$ cat config.mk
export PLATFORM = sky130hd
export DESIGN_NAME = go_to_goal_pose_controller_core
export DESIGN_NICKNAME = d
export VERILOG_FILES = /design/src/design/ggpc_pkg.sv /design/src/design/ggpc_ctrl.sv /design/src/design/ggpc_dp.sv /design/src/design/go_to_goal_pose_controller_core.sv
export SDC_FILE = /design/constraint.sdc
export NUM_CORES = 2
export LEC_CHECK = 0
export BUFFER_PORTS_ARGS = -buffer_cell sky130_fd_sc_hd__buf_4
export CORE_UTILIZATION = 45
export CTS_CLUSTER_SIZE = 8
export DETAILED_ROUTE_END_ITERATION = 7
export MAX_ROUTING_LAYER = met4
export SLEW_MARGIN = 20
export SYNTH_ARGS = -nofsm -noshare
export SYNTH_HDL_FRONTEND = slang
export SYNTH_SLANG_ARGS = --single-unit
$ cat constraint.sdc
create_clock -name clk -period 26.6 [get_ports clk]
set_input_delay 2.66 -clock clk [delete_from_list [all_inputs] [get_ports clk]]
set_output_delay 2.66 -clock clk [all_outputs]
set_load 0.03 [all_outputs]
$ cat src/design/ggpc_pkg.sv
package ggpc_pkg;

	localparam int FRAC_BITS_DEF    = 10;
	localparam int CORDIC_STEPS_DEF = 14;
	localparam int MAX_STEPS        = 24;
	localparam int SQRT_STEPS       = 17;
	localparam int ITER_W           = $clog2(MAX_STEPS);

	localparam int POS_W  = 16;
	localparam int HD_W   = 13;
	localparam int CMD_W  = 16;
	localparam int TOL_W  = 15;
	localparam int DIFF_W = 17;
	localparam int SQ_W   = 33;
	localparam int CW     = 39;
	localparam int ZW     = 33;
	localparam int TW     = 34;

	localparam logic signed [TW-1:0] PI_Q30      = 34'sd3373258724;
	localparam logic signed [TW-1:0] PI_HALF_Q30 = 34'sd1686629362;

	typedef enum logic [1:0] {
		PH_DRIVE = 2'd0,
		PH_ALIGN = 2'd1,
		PH_DONE  = 2'd2
	} phase_t;

	typedef enum logic [1:0] {
		REG_GOAL_X = 2'd0,
		REG_GOAL_Y = 2'd1,
		REG_TOL    = 2'd2,
		REG_THR    = 2'd3
	} reg_idx_t;

	typedef enum logic [2:0] {
		ST_IDLE,
		ST_SQX,
		ST_SQY,
		ST_SQT,
		ST_ITER,
		ST_ROUND,
		ST_FINISH
	} state_t;

	typedef struct packed {
		logic              load;
		logic              sq_x;
		logic              sq_y;
		logic              sq_t;
		logic              iter;
		logic [ITER_W-1:0] idx;
		logic              round;
		logic              finish;
	} dp_cmd_t;

	typedef struct packed {
		logic drive;
		logic out_full;
	} dp_stat_t;

	// atan(2^-i) in Q30
	function automatic logic [29:0] atan_q30(input logic [ITER_W-1:0] i);
		logic [29:0] r;
		unique case (i)
			5'd0:  r = 30'd843314857;
			5'd1:  r = 30'd497837829;
			5'd2:  r = 30'd263043837;
			5'd3:  r = 30'd133525159;
			5'd4:  r = 30'd67021687;
			5'd5:  r = 30'd33543516;
			5'd6:  r = 30'd16775851;
			5'd7:  r = 30'd8388437;
			5'd8:  r = 30'd4194283;
			5'd9:  r = 30'd2097149;
			5'd10: r = 30'd1048576;
			5'd11: r = 30'd524288;
			5'd12: r = 30'd262144;
			5'd13: r = 30'd131072;
			5'd14: r = 30'd65536;
			5'd15: r = 30'd32768;
			5'd16: r = 30'd16384;
			5'd17: r = 30'd8192;
			5'd18: r = 30'd4096;
			5'd19: r = 30'd2048;
			5'd20: r = 30'd1024;
			5'd21: r = 30'd512;
			5'd22: r = 30'd256;
			5'd23: r = 30'd128;
			default: r = 30'd0;
		endcase
		return r;
	endfunction

	function automatic logic signed [CMD_W-1:0] sat16(input logic signed [TW+2:0] v);
		logic signed [TW+2:0] hi;
		logic signed [TW+2:0] lo;
		logic signed [CMD_W-1:0] r;
		hi = (TW+3)'(32767);
		lo = (TW+3)'(-32768);
		if (v > hi) begin
			r = 16'sh7fff;
		end else if (v < lo) begin
			r = 16'sh8000;
		end else begin
			r = v[CMD_W-1:0];
		end
		return r;
	endfunction

endpackage

$ cat src/design/ggpc_ctrl.sv
module ggpc_ctrl import ggpc_pkg::*; #(
	parameter int CORDIC_STEPS = CORDIC_STEPS_DEF
) (
	input  logic     clk,
	input  logic     arst_n,
	input  logic     in_valid,
	output logic     in_ready,
	input  logic     out_ready,
	input  dp_stat_t stat,
	output dp_cmd_t  cmd
);

	localparam int CORDIC_N = (CORDIC_STEPS > MAX_STEPS) ? MAX_STEPS : CORDIC_STEPS;
	localparam int ITER_N   = (CORDIC_N > SQRT_STEPS) ? CORDIC_N : SQRT_STEPS;
	localparam logic [ITER_W-1:0] ITER_LAST = ITER_W'(ITER_N - 1);

	state_t            state_q;
	state_t            state_d;
	logic [ITER_W-1:0] cnt_q;
	logic              fin_ok;

	assign fin_ok = !stat.out_full || out_ready;

	always_ff @(posedge clk or negedge arst_n) begin
		if (!arst_n) begin
			state_q <= ST_IDLE;
			cnt_q   <= '0;
		end else begin
			state_q <= state_d;
			if (state_q == ST_SQT) begin
				cnt_q <= '0;
			end else if (state_q == ST_ITER) begin
				cnt_q <= cnt_q + 1'b1;
			end
		end
	end

	always_comb begin
		state_d = state_q;
		unique case (state_q)
			ST_IDLE: begin
				if (in_valid) begin
					state_d = stat.drive ? ST_SQX : ST_FINISH;
				end
			end
			ST_SQX:   state_d = ST_SQY;
			ST_SQY:   state_d = ST_SQT;
			ST_SQT:   state_d = ST_ITER;
			ST_ITER: begin
				if (cnt_q == ITER_LAST) begin
					state_d = ST_ROUND;
				end
			end
			ST_ROUND: state_d = ST_FINISH;
			ST_FINISH: begin
				if (fin_ok) begin
					state_d = ST_IDLE;
				end
			end
			default:  state_d = ST_IDLE;
		endcase
	end

	always_comb begin
		in_ready   = (state_q == ST_IDLE);
		cmd        = '0;
		cmd.idx    = cnt_q;
		cmd.load   = (state_q == ST_IDLE) && in_valid;
		cmd.sq_x   = (state_q == ST_SQX);
		cmd.sq_y   = (state_q == ST_SQY);
		cmd.sq_t   = (state_q == ST_SQT);
		cmd.iter   = (state_q == ST_ITER);
		cmd.round  = (state_q == ST_ROUND);
		cmd.finish = (state_q == ST_FINISH) && fin_ok;
	end

endmodule

$ cat src/design/ggpc_dp.sv
module ggpc_dp import ggpc_pkg::*; #(
	parameter int FRAC_BITS    = FRAC_BITS_DEF,
	parameter int CORDIC_STEPS = CORDIC_STEPS_DEF
) (
	input  logic                    clk,
	input  logic                    arst_n,
	input  logic                    cfg_valid,
	input  logic [1:0]              cfg_index,
	input  logic [POS_W-1:0]        cfg_data,
	input  logic signed [POS_W-1:0] pose_x,
	input  logic signed [POS_W-1:0] pose_y,
	input  logic signed [HD_W-1:0]  pose_heading,
	input  logic                    out_ready,
	input  dp_cmd_t                 cmd,
	output dp_stat_t                stat,
	output logic                    out_valid,
	output logic signed [CMD_W-1:0] linear_cmd,
	output logic signed [CMD_W-1:0] angular_cmd,
	output logic [1:0]              phase_now
);

	localparam int CORDIC_N = (CORDIC_STEPS > MAX_STEPS) ? MAX_STEPS : CORDIC_STEPS;
	localparam int RND_S    = 30 - FRAC_BITS;
	localparam logic signed [TW-1:0]    RND_HALF  = TW'(2 ** (RND_S - 1));
	localparam logic signed [CMD_W-1:0] SPIN      =
		CMD_W'((FRAC_BITS >= 13) ? 32767 : (4 << FRAC_BITS));
	localparam logic [ITER_W:0]  CORDIC_NV = (ITER_W+1)'(CORDIC_N);
	localparam logic [ITER_W:0]  SQRT_NV   = (ITER_W+1)'(SQRT_STEPS);
	localparam logic [SQ_W-1:0]  SQ_B0     = SQ_W'(1) << (2 * (SQRT_STEPS - 1));
	localparam logic [SQ_W-1:0]  LIN_MAX   = SQ_W'(32767);

	// configuration and phase
	logic signed [POS_W-1:0] goal_x_q;
	logic signed [POS_W-1:0] goal_y_q;
	logic [TOL_W-1:0]        tol_q;
	logic signed [POS_W-1:0] thr_q;
	phase_t                  phase_q;

	// working registers
	logic signed [DIFF_W-1:0] dx_q;
	logic signed [DIFF_W-1:0] dy_q;
	logic signed [HD_W-1:0]   hd_q;
	logic [SQ_W-1:0]          acc_q;
	logic [SQ_W-1:0]          tsq_q;
	logic signed [CW-1:0]     cx_q;
	logic signed [CW-1:0]     cy_q;
	logic signed [ZW-1:0]     cz_q;
	logic [SQ_W-1:0]          sq_n_q;
	logic [SQ_W:0]            sq_r_q;
	logic [SQ_W-1:0]          sq_b_q;
	logic signed [TW-1:0]     bear_q;

	// result register
	logic                    out_valid_q;
	logic signed [CMD_W-1:0] lin_q;
	logic signed [CMD_W-1:0] ang_q;
	phase_t                  ph_q;

	logic signed [DIFF_W-1:0]   mul_a;
	logic signed [2*DIFF_W-1:0] mul_p;
	logic signed [DIFF_W-1:0]   abs_dx;
	logic signed [DIFF_W-1:0]   abs_dy;
	logic signed [CW-1:0]       xs;
	logic signed [CW-1:0]       ys;
	logic signed [ZW-1:0]       at;
	logic [SQ_W:0]              sq_trial;
	logic signed [TW-1:0]       ang_a;
	logic signed [TW-1:0]       ang_t;
	logic signed [TW:0]         ang_diff;
	logic signed [TW+2:0]       ang_x4;
	logic [SQ_W:0]              lin_half;
	logic signed [CMD_W-1:0]    lin_sat;
	logic                       near;
	logic signed [CMD_W-1:0]    lin_d;
	logic signed [CMD_W-1:0]    ang_d;
	phase_t                     ph_d;

	always_ff @(posedge clk or negedge arst_n) begin
		if (!arst_n) begin
			goal_x_q <= '0;
			goal_y_q <= '0;
			tol_q    <= TOL_W'(10);
			thr_q    <= POS_W'(102);
			phase_q  <= PH_DRIVE;
		end else begin
			if (cmd.finish) begin
				phase_q <= ph_d;
			end
			if (cfg_valid) begin
				unique case (reg_idx_t'(cfg_index))
					REG_GOAL_X: begin
						goal_x_q <= cfg_data;
						phase_q  <= PH_DRIVE;
					end
					REG_GOAL_Y: begin
						goal_y_q <= cfg_data;
						phase_q  <= PH_DRIVE;
					end
					REG_TOL: tol_q <= cfg_data[TOL_W-1:0];
					REG_THR: thr_q <= cfg_data;
					default: ;
				endcase
			end
		end
	end

	always_comb begin
		priority if (cmd.sq_x) begin
			mul_a = dx_q;
		end else if (cmd.sq_y) begin
			mul_a = dy_q;
		end else begin
			mul_a = signed'({2'b00, tol_q});
		end
		mul_p = mul_a * mul_a;

		abs_dx = dx_q[DIFF_W-1] ? -dx_q : dx_q;
		abs_dy = dy_q[DIFF_W-1] ? -dy_q : dy_q;

		xs = cx_q >>> cmd.idx;
		ys = cy_q >>> cmd.idx;
		at = signed'(ZW'(atan_q30(cmd.idx)));

		sq_trial = sq_r_q + {1'b0, sq_b_q};

		priority if (dy_q == '0) begin
			ang_a = '0;
		end else if (dx_q == '0) begin
			ang_a = PI_HALF_Q30;
		end else begin
			ang_a = TW'(cz_q);
		end
		ang_t = dx_q[DIFF_W-1] ? (PI_Q30 - ang_a) : ang_a;
		if (dy_q[DIFF_W-1]) begin
			ang_t = -ang_t;
		end
	end

	always_ff @(posedge clk) begin
		if (cmd.load) begin
			dx_q <= DIFF_W'(goal_x_q) - DIFF_W'(pose_x);
			dy_q <= DIFF_W'(goal_y_q) - DIFF_W'(pose_y);
			hd_q <= pose_heading;
		end
		if (cmd.sq_x) begin
			acc_q <= SQ_W'(mul_p);
			cx_q  <= CW'(abs_dx) <<< 20;
			cy_q  <= CW'(abs_dy) <<< 20;
			cz_q  <= '0;
		end
		if (cmd.sq_y) begin
			acc_q <= acc_q + SQ_W'(mul_p);
		end
		if (cmd.sq_t) begin
			tsq_q  <= SQ_W'(mul_p);
			sq_n_q <= acc_q;
			sq_r_q <= '0;
			sq_b_q <= SQ_B0;
		end
		if (cmd.iter && ({1'b0, cmd.idx} < CORDIC_NV)) begin
			if (!cy_q[CW-1]) begin
				cx_q <= cx_q + ys;
				cy_q <= cy_q - xs;
				cz_q <= cz_q + at;
			end else begin
				cx_q <= cx_q - ys;
				cy_q <= cy_q + xs;
				cz_q <= cz_q - at;
			end
		end
		if (cmd.iter && ({1'b0, cmd.idx} < SQRT_NV)) begin
			if ({1'b0, sq_n_q} >= sq_trial) begin
				sq_n_q <= sq_n_q - sq_trial[SQ_W-1:0];
				sq_r_q <= (sq_r_q >> 1) + {1'b0, sq_b_q};
			end else begin
				sq_r_q <= sq_r_q >> 1;
			end
			sq_b_q <= sq_b_q >> 2;
		end
		if (cmd.round) begin
			bear_q <= (ang_t + RND_HALF) >>> RND_S;
		end
		if (cmd.finish) begin
			lin_q <= lin_d;
			ang_q <= ang_d;
			ph_q  <= ph_d;
		end
	end

	always_comb begin
		near     = (acc_q <= tsq_q);
		lin_half = sq_r_q >> 1;
		lin_sat  = (lin_half > {1'b0, LIN_MAX}) ? 16'sh7fff : lin_half[CMD_W-1:0];
		ang_diff = (TW+1)'(bear_q) - (TW+1)'(hd_q);
		ang_x4   = (TW+3)'(ang_diff) <<< 2;
		lin_d    = '0;
		ang_d    = '0;
		ph_d     = PH_DONE;
		unique case (phase_q)
			PH_DRIVE: begin
				if (near) begin
					ang_d = SPIN;
					ph_d  = PH_ALIGN;
				end else begin
					lin_d = lin_sat;
					ang_d = sat16(ang_x4);
					ph_d  = PH_DRIVE;
				end
			end
			PH_ALIGN: begin
				if (POS_W'(hd_q) <= thr_q) begin
					ph_d = PH_DONE;
				end else begin
					ang_d = SPIN;
					ph_d  = PH_ALIGN;
				end
			end
			default: ph_d = PH_DONE;
		endcase
	end

	always_ff @(posedge clk or negedge arst_n) begin
		if (!arst_n) begin
			out_valid_q <= 1'b0;
		end else if (cmd.finish) begin
			out_valid_q <= 1'b1;
		end else if (out_ready) begin
			out_valid_q <= 1'b0;
		end
	end

	assign stat.drive    = (phase_q == PH_DRIVE);
	assign stat.out_full = out_valid_q;
	assign out_valid     = out_valid_q;
	assign linear_cmd    = lin_q;
	assign angular_cmd   = ang_q;
	assign phase_now     = ph_q;

endmodule

$ cat src/design/go_to_goal_pose_controller_core.sv
// Drive phase: load, SQX, SQY, SQT, the shared sqrt/CORDIC iteration loop, ROUND and FINISH
// from input transaction to result; align/done phase goes from load straight to FINISH.
// Flow: one item in flight; next input transaction in the cycle after the result is
// registered, in drive phase and in align/done phase alike.
// A result held by out_ready stalls the last step, and with it the input.
// Reset: arst_n asynchronous, active low; goal 0, tolerance 10, threshold 102, drive phase.
module go_to_goal_pose_controller_core import ggpc_pkg::*; #(
	parameter int FRAC_BITS    = FRAC_BITS_DEF,
	parameter int CORDIC_STEPS = CORDIC_STEPS_DEF
) (
	input  logic                    clk,
	input  logic                    arst_n,
	input  logic                    cfg_valid,
	output logic                    cfg_ready,
	input  logic [1:0]              cfg_index,
	input  logic [POS_W-1:0]        cfg_data,
	input  logic                    in_valid,
	output logic                    in_ready,
	input  logic signed [POS_W-1:0] pose_x,
	input  logic signed [POS_W-1:0] pose_y,
	input  logic signed [HD_W-1:0]  pose_heading,
	output logic                    out_valid,
	input  logic                    out_ready,
	output logic signed [CMD_W-1:0] linear_cmd,
	output logic signed [CMD_W-1:0] angular_cmd,
	output logic [1:0]              phase_now
);

	dp_cmd_t  cmd;
	dp_stat_t stat;

	assign cfg_ready = 1'b1;

	ggpc_ctrl #(
		.CORDIC_STEPS(CORDIC_STEPS)
	) u_ctrl (
		.clk      (clk),
		.arst_n   (arst_n),
		.in_valid (in_valid),
		.in_ready (in_ready),
		.out_ready(out_ready),
		.stat     (stat),
		.cmd      (cmd)
	);

	ggpc_dp #(
		.FRAC_BITS   (FRAC_BITS),
		.CORDIC_STEPS(CORDIC_STEPS)
	) u_dp (
		.clk         (clk),
		.arst_n      (arst_n),
		.cfg_valid   (cfg_valid),
		.cfg_index   (cfg_index),
		.cfg_data    (cfg_data),
		.pose_x      (pose_x),
		.pose_y      (pose_y),
		.pose_heading(pose_heading),
		.out_ready   (out_ready),
		.cmd         (cmd),
		.stat        (stat),
		.out_valid   (out_valid),
		.linear_cmd  (linear_cmd),
		.angular_cmd (angular_cmd),
		.phase_now   (phase_now)
	);

`ifndef SYNTHESIS
	a_busy_after_accept: assert property (@(posedge clk) disable iff (!arst_n)
		(in_valid && in_ready) |=> !in_ready)
		else $error("input accepted while an item is in flight");

	a_done_is_stopped: assert property (@(posedge clk) disable iff (!arst_n)
		(out_valid && (phase_now == 2'(PH_DONE))) |-> (linear_cmd == '0 && angular_cmd == '0))
		else $error("nonzero command in done phase");

	a_speed_only_drive: assert property (@(posedge clk) disable iff (!arst_n)
		(out_valid && (linear_cmd != '0)) |-> (phase_now == 2'(PH_DRIVE)))
		else $error("forward speed outside drive phase");

	a_finish_needs_slot: assert property (@(posedge clk) disable iff (!arst_n)
		cmd.finish |-> (!stat.out_full || out_ready))
		else $error("result overwritten before transaction");
`endif

endmodule

==> metrics <==
result of the run finished with violations; failing checks DRC; synthesized area per cell 9.13 µm²; Final Setup Violations 0; post-synth cell types 102; Hold WC Path Type reg2reg; post-synthesis mux area share 9.21%; Critical Path RT 26.98 ns; Tmin final 10.80 ns; max incr delay on CP 0.54 ns; I/O pin cnt 105; min-delay src u_dp.thr_q[10]; most frequent CP cell inv_1; CP Class reg2reg; Worst R2R End u_dp.acc_q[31]; hold_buf cts 0; routability cong. 0.938; die width 329 µm; CTS tree done; Critical Path AT 11.18 ns; Congestion Overflow GR 0; Final ANT Viol Nets 0; DRC 8; CP endpoint kind flip-flop; area of the multi-input gates 32900 µm²; number of synthesized register bits 428; Worst Path Max Fanout 64; final wirelength 132000 µm; Syn Std Cell Area 48000 µm²; final period utilization 40.6%; TritonRoute pass-1 iters 8; worst r2r src u_ctrl.state_q[1]; delay-heaviest family, CP adder cells; vias per std cell 5.73; Initial Util 45.5%; H-Tree Level Count 3; MaxCap Viol Count 0; worst rel slew slack 28.9%; largest net degree at the start of global routing 69; crit start category flip-flop; GRT Overall Usage 25.3%; largest family of logic cells by synthesized area adder cells; asr flop ratio synth 17.3%; storage element area 12200 µm²; max-slew violation count 0; syn nets 6000; Core Area 106000 µm²; CTS buffer count 66; number of clock sinks 428; synthesis warning total 0; Port-buffer cells 103; initial drt markers 3081; initial antenna violation count 2; sequential area share after synthesis 25.3%; Post-CTS Setup Repair Bufs 0; Reg clk slew, reported paths 0.05 ns; total die area 108000 µm²; root buffer cell clkbuf_16; Final Hold Fails 0; post-synthesis adder-cell area fraction 21.8%; Worst R2R Setup Slack 15.80 ns; Top FF cell, synth edfxtp_1; Hold Path Sink u_dp.thr_q[10]; number of synthesized flops with an enable pin 320; WHS Path Cells 1; worst skew pair latency 0.64 ns; post-synthesis compound-gate area fraction 15.5%; vias in the first global route 37826; die height 329 µm; Area Overhead vs Synth 8.50%; DP Wirelength 102000 µm; first-pass GRT wire length 210000 µm; setup tns final 0 ns; Crit. path cell count 38; RSZ-0062 raised after global routing no; Post-Synth XOR/XNOR Area 7.64%; Fill cells 9885; post-synthesis cell count 5260; Longest Clk Path Bufs 3; Worst-Margin Slew 1.07 ns; Critical-path top delay cell fa_1; WL/cell 19.6 µm; via count of the routed design 38522; nets 6022; Synth Area in Simple Gates 14.2%; R2R cell count 38; share of cells above drive strength 1 9.58%; fmax 0.0926 GHz; CP Buf/Inv Count 8; Post-CTS Resized 0; row cnt 119; Post-Route Skew 0.0449 ns
kinds of logic (layout without fill, tap and decap cells):
kind of cell / after synthesis / after routing
xor gates and xnor gates: 418 / 418
adders and majority gates: 673 / 673
DFF: 428 / 428
muxes: 300 / 300
AOI/OAI and AO/OA: 1200 / 1200
other: 2 / 3
buffers and inverters: 771 / 844
and+or+nand+nor: 1468 / 1468
state kept, by name (all words and copies together), names as in the netlist, 3 cells and up:
signal,count
u_ctrl.cnt_q,5
u_ctrl.state_q,3
u_dp.acc_q,33
u_dp.angular_cmd,15
u_dp.bear_q,14
u_dp.cx_q,39
u_dp.cy_q,39
u_dp.cz_q,33
u_dp.dx_q,17
u_dp.dy_q,17
u_dp.goal_x_q,16
u_dp.goal_y_q,16
u_dp.hd_q,13
u_dp.linear_cmd,16
u_dp.sq_b_q,17
u_dp.sq_n_q,33
u_dp.sq_r_q,34
u_dp.thr_q,16
u_dp.tol_q,15
u_dp.tsq_q,32
through the flow:
step | area, µm² | instances | util [%] | setup slack [ns] | hold WS (ns)
floorplan | 48000 | 5260 | - | 17.19 | 0.468
global placement | 50100 | 6605 | 47.4 | 16.03 | 0.490
detailed placement | 50100 | 6605 | 47.4 | 15.91 | 0.499
CTS | 52100 | 6724 | 49.3 | 15.86 | 0.509
global route | 52100 | 6725 | 49.3 | 14.95 | 0.519
finish | 52100 | 6725 | 49.3 | 15.80 | 0.506
synthesized netlist by cell type, drive strengths merged, types with 51 or more instances:
cell	count	share of area, %
mux2i	96	2.0
a21o	106	1.7
o21ai	314	3.3
edfxtp	320	20
mux4	102	4.8
a21oi	337	3.5
nor2b	69	0.90
o21a	59	0.92
ha	400	10
fa	272	11
xnor2	233	4.3
inv	576	4.5
nor2	468	3.7
clkbuf	122	0.95
nand3	83	0.89
and3	51	0.68
nand2	474	3.7
dfrtp	68	3.5
nor3	80	0.91
xor2	185	3.4
mux2	102	2.4
buf	66	0.77
a31oi	83	1.1
cell type report:
type                    instances  share of cell area, %
well taps                    1391                   3.34
multi-input cells            4061                   63.2
clock buffers                 110                   3.63
clock inverters                 9                  0.252
flip-flops and latches        428                   23.4
repair buffers                142                   2.05
inverters                     583                   4.20
diodes                          1                0.00481
per-layer routing:
layer  up-vias  track usage, %  wire (µm)
li1      18508               -          -
met1     18629            35.5      62200
met2      1160            37.5      57400
met3       225            3.41       8050
met4         0            8.20       4450
met5         -               -          0
worst max-delay path by stage:
stage	start	end	slack [ns]
2_1_floorplan	u_ctrl.state_q[1]	u_dp.acc_q[31]	17.19
3_3_place_gp	u_ctrl.state_q[1]	u_dp.acc_q[31]	16.03
3_5_place_dp	u_ctrl.state_q[1]	u_dp.acc_q[31]	15.91
4_1_cts	u_ctrl.state_q[1]	u_dp.acc_q[31]	15.86
5_1_grt	u_ctrl.state_q[1]	u_dp.acc_q[31]	14.95
6_report	u_ctrl.state_q[1]	u_dp.acc_q[31]	15.80
cells in the final DEF (no fill, tap or decap), drive strengths merged, types with 83 or more instances in the layout:
cell type,count
inv,579
nand2,474
nor2,468
ha,400
a21oi,337
edfxtp,320
o21ai,314
fa,272
xnor2,233
xor2,185
buf,142
clkbuf,110
a21o,106
mux2,102
mux4,102
mux2i,96
a31oi,83
nand3,83
Power is not shown: default switching activity piles up to over one toggle a cycle in this logic, so the estimate is an artifact.
